**src/design/mwm_pkg.sv**
```systemverilog
package mwm_pkg;

   // Field widths and command limits.
   localparam int CMD_W      = 10;
   localparam int CMD_LIMIT  = 500;
   localparam int WHEELS     = 4;
   localparam int SUM_W      = 12;
   localparam int MAG_W      = 11;
   localparam int CMAX_W     = 9;
   localparam int MAG3_W     = 13;
   localparam int NUM_W      = 22;
   localparam int DUTY_W     = 11;
   localparam int DIR_W      = 2;
   localparam int DUTY_MAX   = 3 * CMD_LIMIT;
   localparam int DIV_STAGES = DUTY_W;
   localparam int FRONT_STAGES = 3;

   // Wheel order inside every per-wheel vector.
   localparam int WHEEL_FL = 0;
   localparam int WHEEL_FR = 1;
   localparam int WHEEL_RR = 2;
   localparam int WHEEL_RL = 3;

   localparam logic signed [SUM_W-1:0] SAT_HI = SUM_W'(CMD_LIMIT);
   localparam logic signed [SUM_W-1:0] SAT_LO = -SAT_HI;

   typedef enum logic [DIR_W-1:0] {
      DIR_STOP = 2'd0,
      DIR_FWD  = 2'd1,
      DIR_REV  = 2'd2
   } dir_type;

   // After the mixing stage: signed wheel sums and command magnitudes.
   typedef struct packed {
      logic [WHEELS-1:0][SUM_W-1:0] sum;
      logic [CMAX_W-1:0]            spd_mag;
      logic [CMAX_W-1:0]            trn_mag;
      logic [CMAX_W-1:0]            stf_mag;
   } mix_type;

   // After the magnitude stage: wheel magnitudes, both maxima, directions.
   typedef struct packed {
      logic [WHEELS-1:0][MAG_W-1:0] mag;
      logic [MAG_W-1:0]             wheel_max;
      logic [CMAX_W-1:0]            cmd_max;
      dir_type [WHEELS-1:0]         dir;
   } mag_type;

   // Division state carried from stage to stage.
   typedef struct packed {
      logic [WHEELS-1:0][NUM_W-1:0]  rem;
      logic [WHEELS-1:0][DUTY_W-1:0] quo;
      logic [MAG_W-1:0]              divisor;
      dir_type [WHEELS-1:0]          dir;
   } div_type;

   // Sign-extend a raw command and clamp it to the command limit.
   function automatic logic signed [SUM_W-1:0] sat_cmd(input logic [CMD_W-1:0] raw);
      logic signed [SUM_W-1:0] v;
      v = SUM_W'($signed(raw));
      if (v > SAT_HI) begin
         v = SAT_HI;
      end else if (v < SAT_LO) begin
         v = SAT_LO;
      end
      return v;
   endfunction

   // Magnitude of a wheel sum; every sum stays within three command limits.
   function automatic logic [MAG_W-1:0] abs_sum(input logic signed [SUM_W-1:0] v);
      logic signed [SUM_W-1:0] n;
      n = -v;
      return v[SUM_W-1] ? n[MAG_W-1:0] : v[MAG_W-1:0];
   endfunction

endpackage

```
**src/design/mwm_front.sv**
```systemverilog
module mwm_front (
   input  logic                        clock,
   input  logic                        reset,
   input  logic                        in_valid,
   output logic                        in_ready,
   input  logic [mwm_pkg::CMD_W-1:0]   speed_cmd,
   input  logic [mwm_pkg::CMD_W-1:0]   turn_cmd,
   input  logic [mwm_pkg::CMD_W-1:0]   strafe_cmd,
   output logic                        out_valid,
   input  logic                        out_ready,
   output mwm_pkg::div_type            out_data
);

   logic [mwm_pkg::FRONT_STAGES-1:0] vld_ff;
   logic [mwm_pkg::FRONT_STAGES-1:0] rdy;

   mwm_pkg::mix_type mix_ff, mix_in;
   mwm_pkg::mag_type mag_ff, mag_in;
   mwm_pkg::div_type num_ff, num_in;

   // A stage takes new data when it is empty or its successor moves on.
   assign rdy[2]    = !vld_ff[2] || out_ready;
   assign rdy[1]    = !vld_ff[1] || rdy[2];
   assign rdy[0]    = !vld_ff[0] || rdy[1];
   assign in_ready  = rdy[0];
   assign out_valid = vld_ff[2];
   assign out_data  = num_ff;

   // Stage one: saturate the commands and form the four wheel sums.
   always_comb begin
      logic signed [mwm_pkg::SUM_W-1:0] spd;
      logic signed [mwm_pkg::SUM_W-1:0] trn;
      logic signed [mwm_pkg::SUM_W-1:0] stf;
      spd = mwm_pkg::sat_cmd(speed_cmd);
      trn = mwm_pkg::sat_cmd(turn_cmd);
      stf = mwm_pkg::sat_cmd(strafe_cmd);
      mix_in.sum[mwm_pkg::WHEEL_FL] = spd + stf + trn;
      mix_in.sum[mwm_pkg::WHEEL_FR] = spd - stf - trn;
      mix_in.sum[mwm_pkg::WHEEL_RR] = spd + stf - trn;
      mix_in.sum[mwm_pkg::WHEEL_RL] = spd - stf + trn;
      mix_in.spd_mag = mwm_pkg::CMAX_W'(mwm_pkg::abs_sum(spd));
      mix_in.trn_mag = mwm_pkg::CMAX_W'(mwm_pkg::abs_sum(trn));
      mix_in.stf_mag = mwm_pkg::CMAX_W'(mwm_pkg::abs_sum(stf));
   end

   // Stage two: wheel magnitudes, directions and the two maxima.
   always_comb begin
      logic [mwm_pkg::MAG_W-1:0]  max_a;
      logic [mwm_pkg::MAG_W-1:0]  max_b;
      logic [mwm_pkg::CMAX_W-1:0] cmax;
      for (int w = 0; w < mwm_pkg::WHEELS; w++) begin
         mag_in.mag[w] = mwm_pkg::abs_sum($signed(mix_ff.sum[w]));
         if (mix_ff.sum[w] == '0) begin
            mag_in.dir[w] = mwm_pkg::DIR_STOP;
         end else if (mix_ff.sum[w][mwm_pkg::SUM_W-1]) begin
            mag_in.dir[w] = mwm_pkg::DIR_REV;
         end else begin
            mag_in.dir[w] = mwm_pkg::DIR_FWD;
         end
      end
      max_a = (mag_in.mag[0] > mag_in.mag[1]) ? mag_in.mag[0] : mag_in.mag[1];
      max_b = (mag_in.mag[2] > mag_in.mag[3]) ? mag_in.mag[2] : mag_in.mag[3];
      mag_in.wheel_max = (max_a > max_b) ? max_a : max_b;
      cmax = (mix_ff.spd_mag > mix_ff.trn_mag) ? mix_ff.spd_mag : mix_ff.trn_mag;
      mag_in.cmd_max = (mix_ff.stf_mag > cmax) ? mix_ff.stf_mag : cmax;
   end

   // Stage three: numerators 3*|wheel|*max_command. An all-zero drive divides
   // a zero numerator by one, which gives zero duty on every wheel.
   always_comb begin
      logic [mwm_pkg::MAG3_W-1:0] mag3;
      for (int w = 0; w < mwm_pkg::WHEELS; w++) begin
         mag3 = (mwm_pkg::MAG3_W'(mag_ff.mag[w]) << 1) + mwm_pkg::MAG3_W'(mag_ff.mag[w]);
         num_in.rem[w] = mwm_pkg::NUM_W'(mag3) * mwm_pkg::NUM_W'(mag_ff.cmd_max);
      end
      num_in.quo     = '0;
      num_in.divisor = (mag_ff.wheel_max == '0) ? mwm_pkg::MAG_W'(1) : mag_ff.wheel_max;
      num_in.dir     = mag_ff.dir;
   end

   // Valid bits of the three stages.
   always_ff @(posedge clock) begin
      if (reset) begin
         vld_ff <= '0;
      end else begin
         if (rdy[0]) begin
            vld_ff[0] <= in_valid;
         end
         if (rdy[1]) begin
            vld_ff[1] <= vld_ff[0];
         end
         if (rdy[2]) begin
            vld_ff[2] <= vld_ff[1];
         end
      end
   end

   // Stage data registers.
   always_ff @(posedge clock) begin
      if (rdy[0] && in_valid) begin
         mix_ff <= mix_in;
      end
      if (rdy[1] && vld_ff[0]) begin
         mag_ff <= mag_in;
      end
      if (rdy[2] && vld_ff[1]) begin
         num_ff <= num_in;
      end
   end

endmodule

```
**src/design/mwm_divider.sv**
```systemverilog
module mwm_divider (
   input  logic             clock,
   input  logic             reset,
   input  logic             in_valid,
   output logic             in_ready,
   input  mwm_pkg::div_type in_data,
   output logic             out_valid,
   input  logic             out_ready,
   output mwm_pkg::div_type out_data
);

   logic             vld_ff [mwm_pkg::DIV_STAGES];
   logic             rdy    [mwm_pkg::DIV_STAGES];
   mwm_pkg::div_type div_ff [mwm_pkg::DIV_STAGES];

   assign in_ready  = rdy[0];
   assign out_valid = vld_ff[mwm_pkg::DIV_STAGES-1];
   assign out_data  = div_ff[mwm_pkg::DIV_STAGES-1];

   // One restoring-division step per stage, most significant quotient bit first.
   for (genvar k = 0; k < mwm_pkg::DIV_STAGES; k++) begin : g_stage
      localparam int QBIT = mwm_pkg::DIV_STAGES - 1 - k;

      mwm_pkg::div_type         cur;
      mwm_pkg::div_type         div_in;
      logic                     cur_valid;
      logic                     next_ready;
      logic [mwm_pkg::NUM_W-1:0] shifted;

      if (k == 0) begin : g_first
         assign cur       = in_data;
         assign cur_valid = in_valid;
      end else begin : g_next
         assign cur       = div_ff[k-1];
         assign cur_valid = vld_ff[k-1];
      end

      if (k == mwm_pkg::DIV_STAGES - 1) begin : g_last
         assign next_ready = out_ready;
      end else begin : g_mid
         assign next_ready = rdy[k+1];
      end

      assign rdy[k]  = !vld_ff[k] || next_ready;
      assign shifted = mwm_pkg::NUM_W'(cur.divisor) << QBIT;

      // Subtract the shifted divisor wherever it fits and set the quotient bit.
      always_comb begin
         div_in = cur;
         for (int w = 0; w < mwm_pkg::WHEELS; w++) begin
            if (cur.rem[w] >= shifted) begin
               div_in.rem[w]       = cur.rem[w] - shifted;
               div_in.quo[w][QBIT] = 1'b1;
            end
         end
      end

      always_ff @(posedge clock) begin
         if (reset) begin
            vld_ff[k] <= 1'b0;
         end else if (rdy[k]) begin
            vld_ff[k] <= cur_valid;
         end
      end

      always_ff @(posedge clock) begin
         if (rdy[k] && cur_valid) begin
            div_ff[k] <= div_in;
         end
      end
   end

endmodule

```
**src/design/mecanum_wheel_mixer_core.sv**
```systemverilog
// Pipeline: 3 mixing stages, then 11 divider stages of one quotient bit each; the last
// divider stage is the result register that drives rsp_valid.
// Throughput: one request per cycle unless a held rsp_stall backs up the pipeline;
// every stage holds its own valid bit, so empty stages keep filling while a finished
// result waits on rsp_stall.
// Reset: synchronous, active high; it clears all valid bits and no result is pending.
module mecanum_wheel_mixer_core (
   input  logic                         clock,
   input  logic                         reset,
   input  logic                         req_valid,
   output logic                         req_stall,
   input  logic [mwm_pkg::CMD_W-1:0]    req_speed_cmd,
   input  logic [mwm_pkg::CMD_W-1:0]    req_turn_cmd,
   input  logic [mwm_pkg::CMD_W-1:0]    req_strafe_cmd,
   output logic                         rsp_valid,
   input  logic                         rsp_stall,
   output logic [mwm_pkg::DUTY_W-1:0]   rsp_front_left_duty,
   output logic [mwm_pkg::DUTY_W-1:0]   rsp_front_right_duty,
   output logic [mwm_pkg::DUTY_W-1:0]   rsp_rear_right_duty,
   output logic [mwm_pkg::DUTY_W-1:0]   rsp_rear_left_duty,
   output logic [mwm_pkg::DIR_W-1:0]    rsp_front_left_dir,
   output logic [mwm_pkg::DIR_W-1:0]    rsp_front_right_dir,
   output logic [mwm_pkg::DIR_W-1:0]    rsp_rear_right_dir,
   output logic [mwm_pkg::DIR_W-1:0]    rsp_rear_left_dir
);

   logic             front_ready;
   logic             mid_valid;
   logic             mid_ready;
   mwm_pkg::div_type mid_data;
   mwm_pkg::div_type res_data;

   assign req_stall = !front_ready;

   // Mixing, magnitudes and numerators.
   mwm_front u_front (
      .clock      (clock),
      .reset      (reset),
      .in_valid   (req_valid),
      .in_ready   (front_ready),
      .speed_cmd  (req_speed_cmd),
      .turn_cmd   (req_turn_cmd),
      .strafe_cmd (req_strafe_cmd),
      .out_valid  (mid_valid),
      .out_ready  (mid_ready),
      .out_data   (mid_data)
   );

   // Pipelined division; its last stage is the result register.
   mwm_divider u_divider (
      .clock     (clock),
      .reset     (reset),
      .in_valid  (mid_valid),
      .in_ready  (mid_ready),
      .in_data   (mid_data),
      .out_valid (rsp_valid),
      .out_ready (!rsp_stall),
      .out_data  (res_data)
   );

   // Result fields.
   assign rsp_front_left_duty  = res_data.quo[mwm_pkg::WHEEL_FL];
   assign rsp_front_right_duty = res_data.quo[mwm_pkg::WHEEL_FR];
   assign rsp_rear_right_duty  = res_data.quo[mwm_pkg::WHEEL_RR];
   assign rsp_rear_left_duty   = res_data.quo[mwm_pkg::WHEEL_RL];
   assign rsp_front_left_dir   = res_data.dir[mwm_pkg::WHEEL_FL];
   assign rsp_front_right_dir  = res_data.dir[mwm_pkg::WHEEL_FR];
   assign rsp_rear_right_dir   = res_data.dir[mwm_pkg::WHEEL_RR];
   assign rsp_rear_left_dir    = res_data.dir[mwm_pkg::WHEEL_RL];

endmodule

```
**config.mk**
```make
export PLATFORM = sky130hd
export DESIGN_NAME = mecanum_wheel_mixer_core
export DESIGN_NICKNAME = d
export VERILOG_FILES = /design/src/design/mwm_pkg.sv /design/src/design/mwm_front.sv /design/src/design/mwm_divider.sv /design/src/design/mecanum_wheel_mixer_core.sv
export SDC_FILE = /design/constraint.sdc
export NUM_CORES = 2
export LEC_CHECK = 0
export ABC_AREA = 1
export BUFFER_PORTS_ARGS = -buffer_cell sky130_fd_sc_hd__buf_4
export CORE_MARGIN = 4
export CORE_UTILIZATION = 52
export DETAILED_ROUTE_END_ITERATION = 10
export PLACE_DENSITY = 0.67
export SLEW_MARGIN = 20
export SYNTH_ARGS = -nofsm -noshare
export SYNTH_HDL_FRONTEND = slang
export SYNTH_HIERARCHICAL = 1
export SYNTH_SLANG_ARGS = --single-unit
export TNS_END_PERCENT = 50
```
**constraint.sdc**
```tcl
create_clock -name clock -period 16.85 [get_ports clock]
set_input_delay 4.2125 -clock clock [delete_from_list [all_inputs] [get_ports clock]]
set_output_delay 4.2125 -clock clock [all_outputs]
set_load 0.01 [all_outputs]
```
# After elaboration in Yosys (flattened, before gate mapping)
# Memories as Yosys holds them, arrays and structs flattened.
# Cells that the tools add are included.
classes:
  add_sub_neg: 61
  n_mul: 4
  magnitude_cmp: 55
  mux: 178
  n_bitwise: 11
  reduce_logical: 49
ops:
  columns: ["cell", "n"]
  rows:
  - ["two-way mux 22 bit", 44]
  - ["two-way mux 1 bit", 112]
  - [">= comparator 22 x 11 -> 1 bit", 4]
  - [">= comparator 22 x 12 -> 1 bit", 4]
  - [">= comparator 22 x 13 -> 1 bit", 4]
  - [">= comparator 22 x 14 -> 1 bit", 4]
  - [">= comparator 22 x 15 -> 1 bit", 4]
  - [">= comparator 22 x 16 -> 1 bit", 4]
  - [">= comparator 22 x 17 -> 1 bit", 4]
  - [">= comparator 22 x 18 -> 1 bit", 4]
  - [">= comparator 22 x 19 -> 1 bit", 4]
  - [">= comparator 22 x 20 -> 1 bit", 4]
  - [">= comparator 22 x 21 -> 1 bit", 4]
  - ["multiplier 13 x 9 -> 22 bit", 4]
  - ["subtractor 22 x 11 -> 22 bit", 4]
  - ["subtractor 22 x 12 -> 22 bit", 4]
  - ["subtractor 22 x 13 -> 22 bit", 4]
  - ["subtractor 22 x 14 -> 22 bit", 4]
  - ["subtractor 22 x 15 -> 22 bit", 4]
  - ["subtractor 22 x 16 -> 22 bit", 4]
  - ["subtractor 22 x 17 -> 22 bit", 4]
  - ["subtractor 22 x 18 -> 22 bit", 4]
  - ["subtractor 22 x 19 -> 22 bit", 4]
  - ["subtractor 22 x 20 -> 22 bit", 4]
  - ["other kinds (20)", 114]
totals:
  register_bits: 257
  ram_bits: 1672
  inputBits: 34
  output_inout_bits: 54
  wordCells: 389
  n_memories: 2
mem_list:
  columns: ["name", "words", "width", "read_ports", "rd_ports_with_merged_regs", "wr", "line_no", "rtl"]
  rows:
  - ["u_divider.div_ff", 11, 151, 11, 0, 11, "mwm_divider.sv:14", "mwm_pkg::div_type div_ff [mwm_pkg::DIV_STAGES];"]
  - ["u_divider.vld_ff", 11, 1, 11, 0, 11, "mwm_divider.sv:12", "logic vld_ff [mwm_pkg::DIV_STAGES];"]

# Depth between registers and ports, before layout
# An unclocked memory read counts as a cell.
logic_depth:
  depth_word: 17
  mapped_depth: 30

# Cells and area by module
# Netlist, hierarchy kept.
by_module_without_submodules:
  columns: ["module", "instances", "cells_per_inst", "area_each_um2", "seq_area_each_um2"]
  rows:
  - ["mwm_divider", 1, 10285, 94779.7, 50208.2]
  - ["mwm_front", 1, 3996, 32292.2, 7507.2]
  - ["mecanum_wheel_mixer_core", 1, 2, 7.5, 0.0]

# Least setup slack after synthesis
# No wires, ideal clock.
synth_path:
  path_type: "input -> register"
  from: "input port rsp_stall"
  to: "memory u_divider/div_ff[2][0] in the netlist's numbering (enable)"
  setup_ns: 0.667
  arrival_time_ns: 11.051
  path_slack_ns: 5.132
  stages: 9
  path_buffers: 0
  path_cell_list: "inv_1 -> inv_1 -> nand4_2 -> nor2_2 -> nand4_1 -> nor2_1 -> nand2_1 -> inv_1 -> nor2_1"
synth_rtl:
  columns: ["element", "line_no", "rtl"]
  rows:
  - ["start: declaration", "mecanum_wheel_mixer_core.sv:16", "input logic rsp_stall,"]
  - ["end: declaration", "mwm_divider.sv:14", null]

# Worst setup path after layout
layout_path:
  from: "input port rsp_stall"
  to: "output port req_stall"
layout_via:
  elab_chain_cells: 16
layout_rtl:
  columns: ["element", "line_no", "rtl"]
  rows:
  - ["zero test 1 bit", "mecanum_wheel_mixer_core.sv:57", ".out_ready (!rsp_stall),"]
  - ["logical OR 1 bit (11 in series)", "mwm_divider.sv:44", "assign rdy[k] = !vld_ff[k] || next_ready;"]
  - ["via mid_ready", "mecanum_wheel_mixer_core.sv:29", "logic mid_ready;"]
  - ["logical OR 1 bit", "mwm_front.sv:22", "assign rdy[2] = !vld_ff[2] || out_ready;"]
  - ["logical OR 1 bit", "mwm_front.sv:23", "assign rdy[1] = !vld_ff[1] || rdy[2];"]
  - ["logical OR 1 bit", "mwm_front.sv:24", "assign rdy[0] = !vld_ff[0] || rdy[1];"]
  - ["via front_ready", "mecanum_wheel_mixer_core.sv:27", "logic front_ready;"]
  - ["zero test 1 bit", "mecanum_wheel_mixer_core.sv:33", "assign req_stall = !front_ready;"]
  - ["end: declaration", "mecanum_wheel_mixer_core.sv:11", "output logic req_stall,"]
# The timed path passes the listed nets, and every way through them passes these cells.

==> impl_metrics.yaml <==
outcome:
  outcome: "completed"
power:
  pwr-share-comb_pct: 60.1
  leakagePower_nw: 58.12
  clock_power_share_pct: 16.4
  total_power_w: 0.02649
  swShare_pct: 47.94
  powerDensity_nw_per_um2: 202.7
  power_switching_w: 0.01270
  peakVddDrop_uv: 710.8
  internal_power_w: 0.01379
  p_seq_share_pct: 23.5
clock_tree:
  post-cts-setup-buffers: 0
  cts_buffers: 196
  cts.htree.levels: 4
  clk_latency_ps: 890
  cts_max_path_buffers: 3
  cts_tree: "yes"
  cts.repair.resized: 0
  clkTransAtPathRegs_ps: 50
  cts_hold_buf: 0
  cts_sinks: 1824
  root_buffer: "clkbuf_16"
sta:
  drv_slew: 0
  max_slew_margin_pct: 30.11
  finalCritPeriodShare_pct: 60.94
  fin_worst_skew_ps: 93.89
  final_hold_viol_count: 0
  clock.fmax_ghz: 0.09739
  tns_ps: 0
  tightest_slew_ps: 1043
  setup_viol: 0
  rsz0062_at_grt: "no"
  finalCriticalPeriod_ps: 10270
routing:
  via_per_inst: 5.403
  drtIter0Drc: 6281
  drtPass1Iterations: 7
  ant_nets: 0
  routedWlPerCell_um: 19.68
  vias: 90640
  drt-total-wl_um: 330200
  drc: 0
hold_path:
  hold_path_class: "reg -> reg"
global_routing:
  grt_remaining_overflow: 0
  grt_usage_pct: 27.57
  grt_pass1_wl_um: 511000
  antenna_found_initial: 4
  grt_max_degree: 79
  grt_pass1_vias: 90330
floorplan:
  die_y_um: 489.4
  coreArea_um2: 230300
  start_util_pct: 52.31
  ios: 88
  num_rows: 176
  dieArea_um2: 239500
  die_w_um: 489.4
cells_and_area:
  drive_above_1_share_pct: 6.238
  layout_common_cells: "nand2_1, inv_1, edfxtp_1"
  final_common_cell: "nand2_1"
  area_growth_pct: 8.457
  nets: 14800
critical_path:
  crit_chain: "buf_4, inv_1, inv_1, nand4_2, nor2_2, nand4_1, nor2_1, nand4_1, inv_1, nand2_1, nor2_1, nand2_1, inv_1, buf_4"
  crit_path_end_kind: "output port"
  cp_common_cell: "inv_1"
  path_max_fanout: 4
  cp.required_ps: 12640
  start_kind: "input pin"
  slowest_delay_ps: 320
  cp_slowest_cell: "nor2_1"
  arrival_ps: 6060
  timing_worst_setup_path_type: "in -> out"
place:
  numPortBuffers: 87
  hpwlAfterDp_um: 266500
  gp_congestion: 0.9740
yosys:
  syn_area_um2: 120500
  yosysWarnings: 6
  syn-mean-instance-area_um2: 8.974
  syn_inst: 13430
run:
  maxCapViolations: 0
==> metal layers <==
metal / global-route usage (%) / vias to the layer above / share of wire (%)
met5: 0 / - / 0
met1: 33.48 / 42870 / 40
met2: 48.58 / 2540 / 49
li1: - / 44500 / -
met4: 13.88 / 0 / 5.8
met3: 3.113 / 736 / 4.6
==> worst max-delay path: cells and delay by family <==
kind | cells | cell delay [ps]
AND/OR/NAND/NOR | 8 | 1320
buffers and inverters | 6 | 520
==> metrics by stage <==
stage	area, µm²	instances	hold WS, ps	worst slack (ps)	util (%)
floorplan	120700	13470	400.3	5132	-
global placement	124000	16410	400.2	6587	53.84
detailed placement	124000	16410	404.5	6596	53.84
CTS	130600	16760	362.5	6595	56.72
global route	130700	16770	382.8	6299	56.73
finish	130700	16780	368.6	6581	56.74
==> power by group through the flow <==
stage	combinational, W	sequential (W)	clock, W
2_1_floorplan	0.0109	0.00615	0
3_3_place_gp	0.0157	0.00633	0
3_5_place_dp	0.0157	0.00633	0
4_1_cts	0.0159	0.00624	0.00446
5_1_grt	0.0179	0.00624	0.00466
6_report	0.0159	0.00623	0.00434
==> cell type report <==
type,instances,area [µm²]
diodes,11,27.53
inverters,2041,7709
flip-flops and latches,1824,54740
clock inverters,133,1615
well taps,3026,3786
clock buffers,226,5017
fillers,20420,99650
multi-input cells,9385,56820
repair buffers,129,968.4
==> worst paths after layout <==
kind	depth (start not counted)	endpoint	startpoint	slack, ps
worst min-delay path	0	u_front/out_data[0]$_DFFE_PP_	u_front/mag_ff[0]$_SDFFCE_PN0P_	370
worst max register to register	21	u_front/out_data[146]$_DFFE_PP_	u_front/mag_ff[39]$_DFFE_PP_	10420
worst min register to register	0	u_front/out_data[0]$_DFFE_PP_	u_front/mag_ff[0]$_SDFFCE_PN0P_	370
worst max-delay path	14	req_stall	rsp_stall	6580
==> flip-flops by register name, indices dropped and copies added, names as in the netlist <==
name              flops
u_divider/div_ff   1562
u_divider/vld_ff     11
u_front/mag_ff       70
u_front/mix_ff       73
u_front/out_data    105
u_front/vld_ff        3
Power figures use the tool's default switching activity.
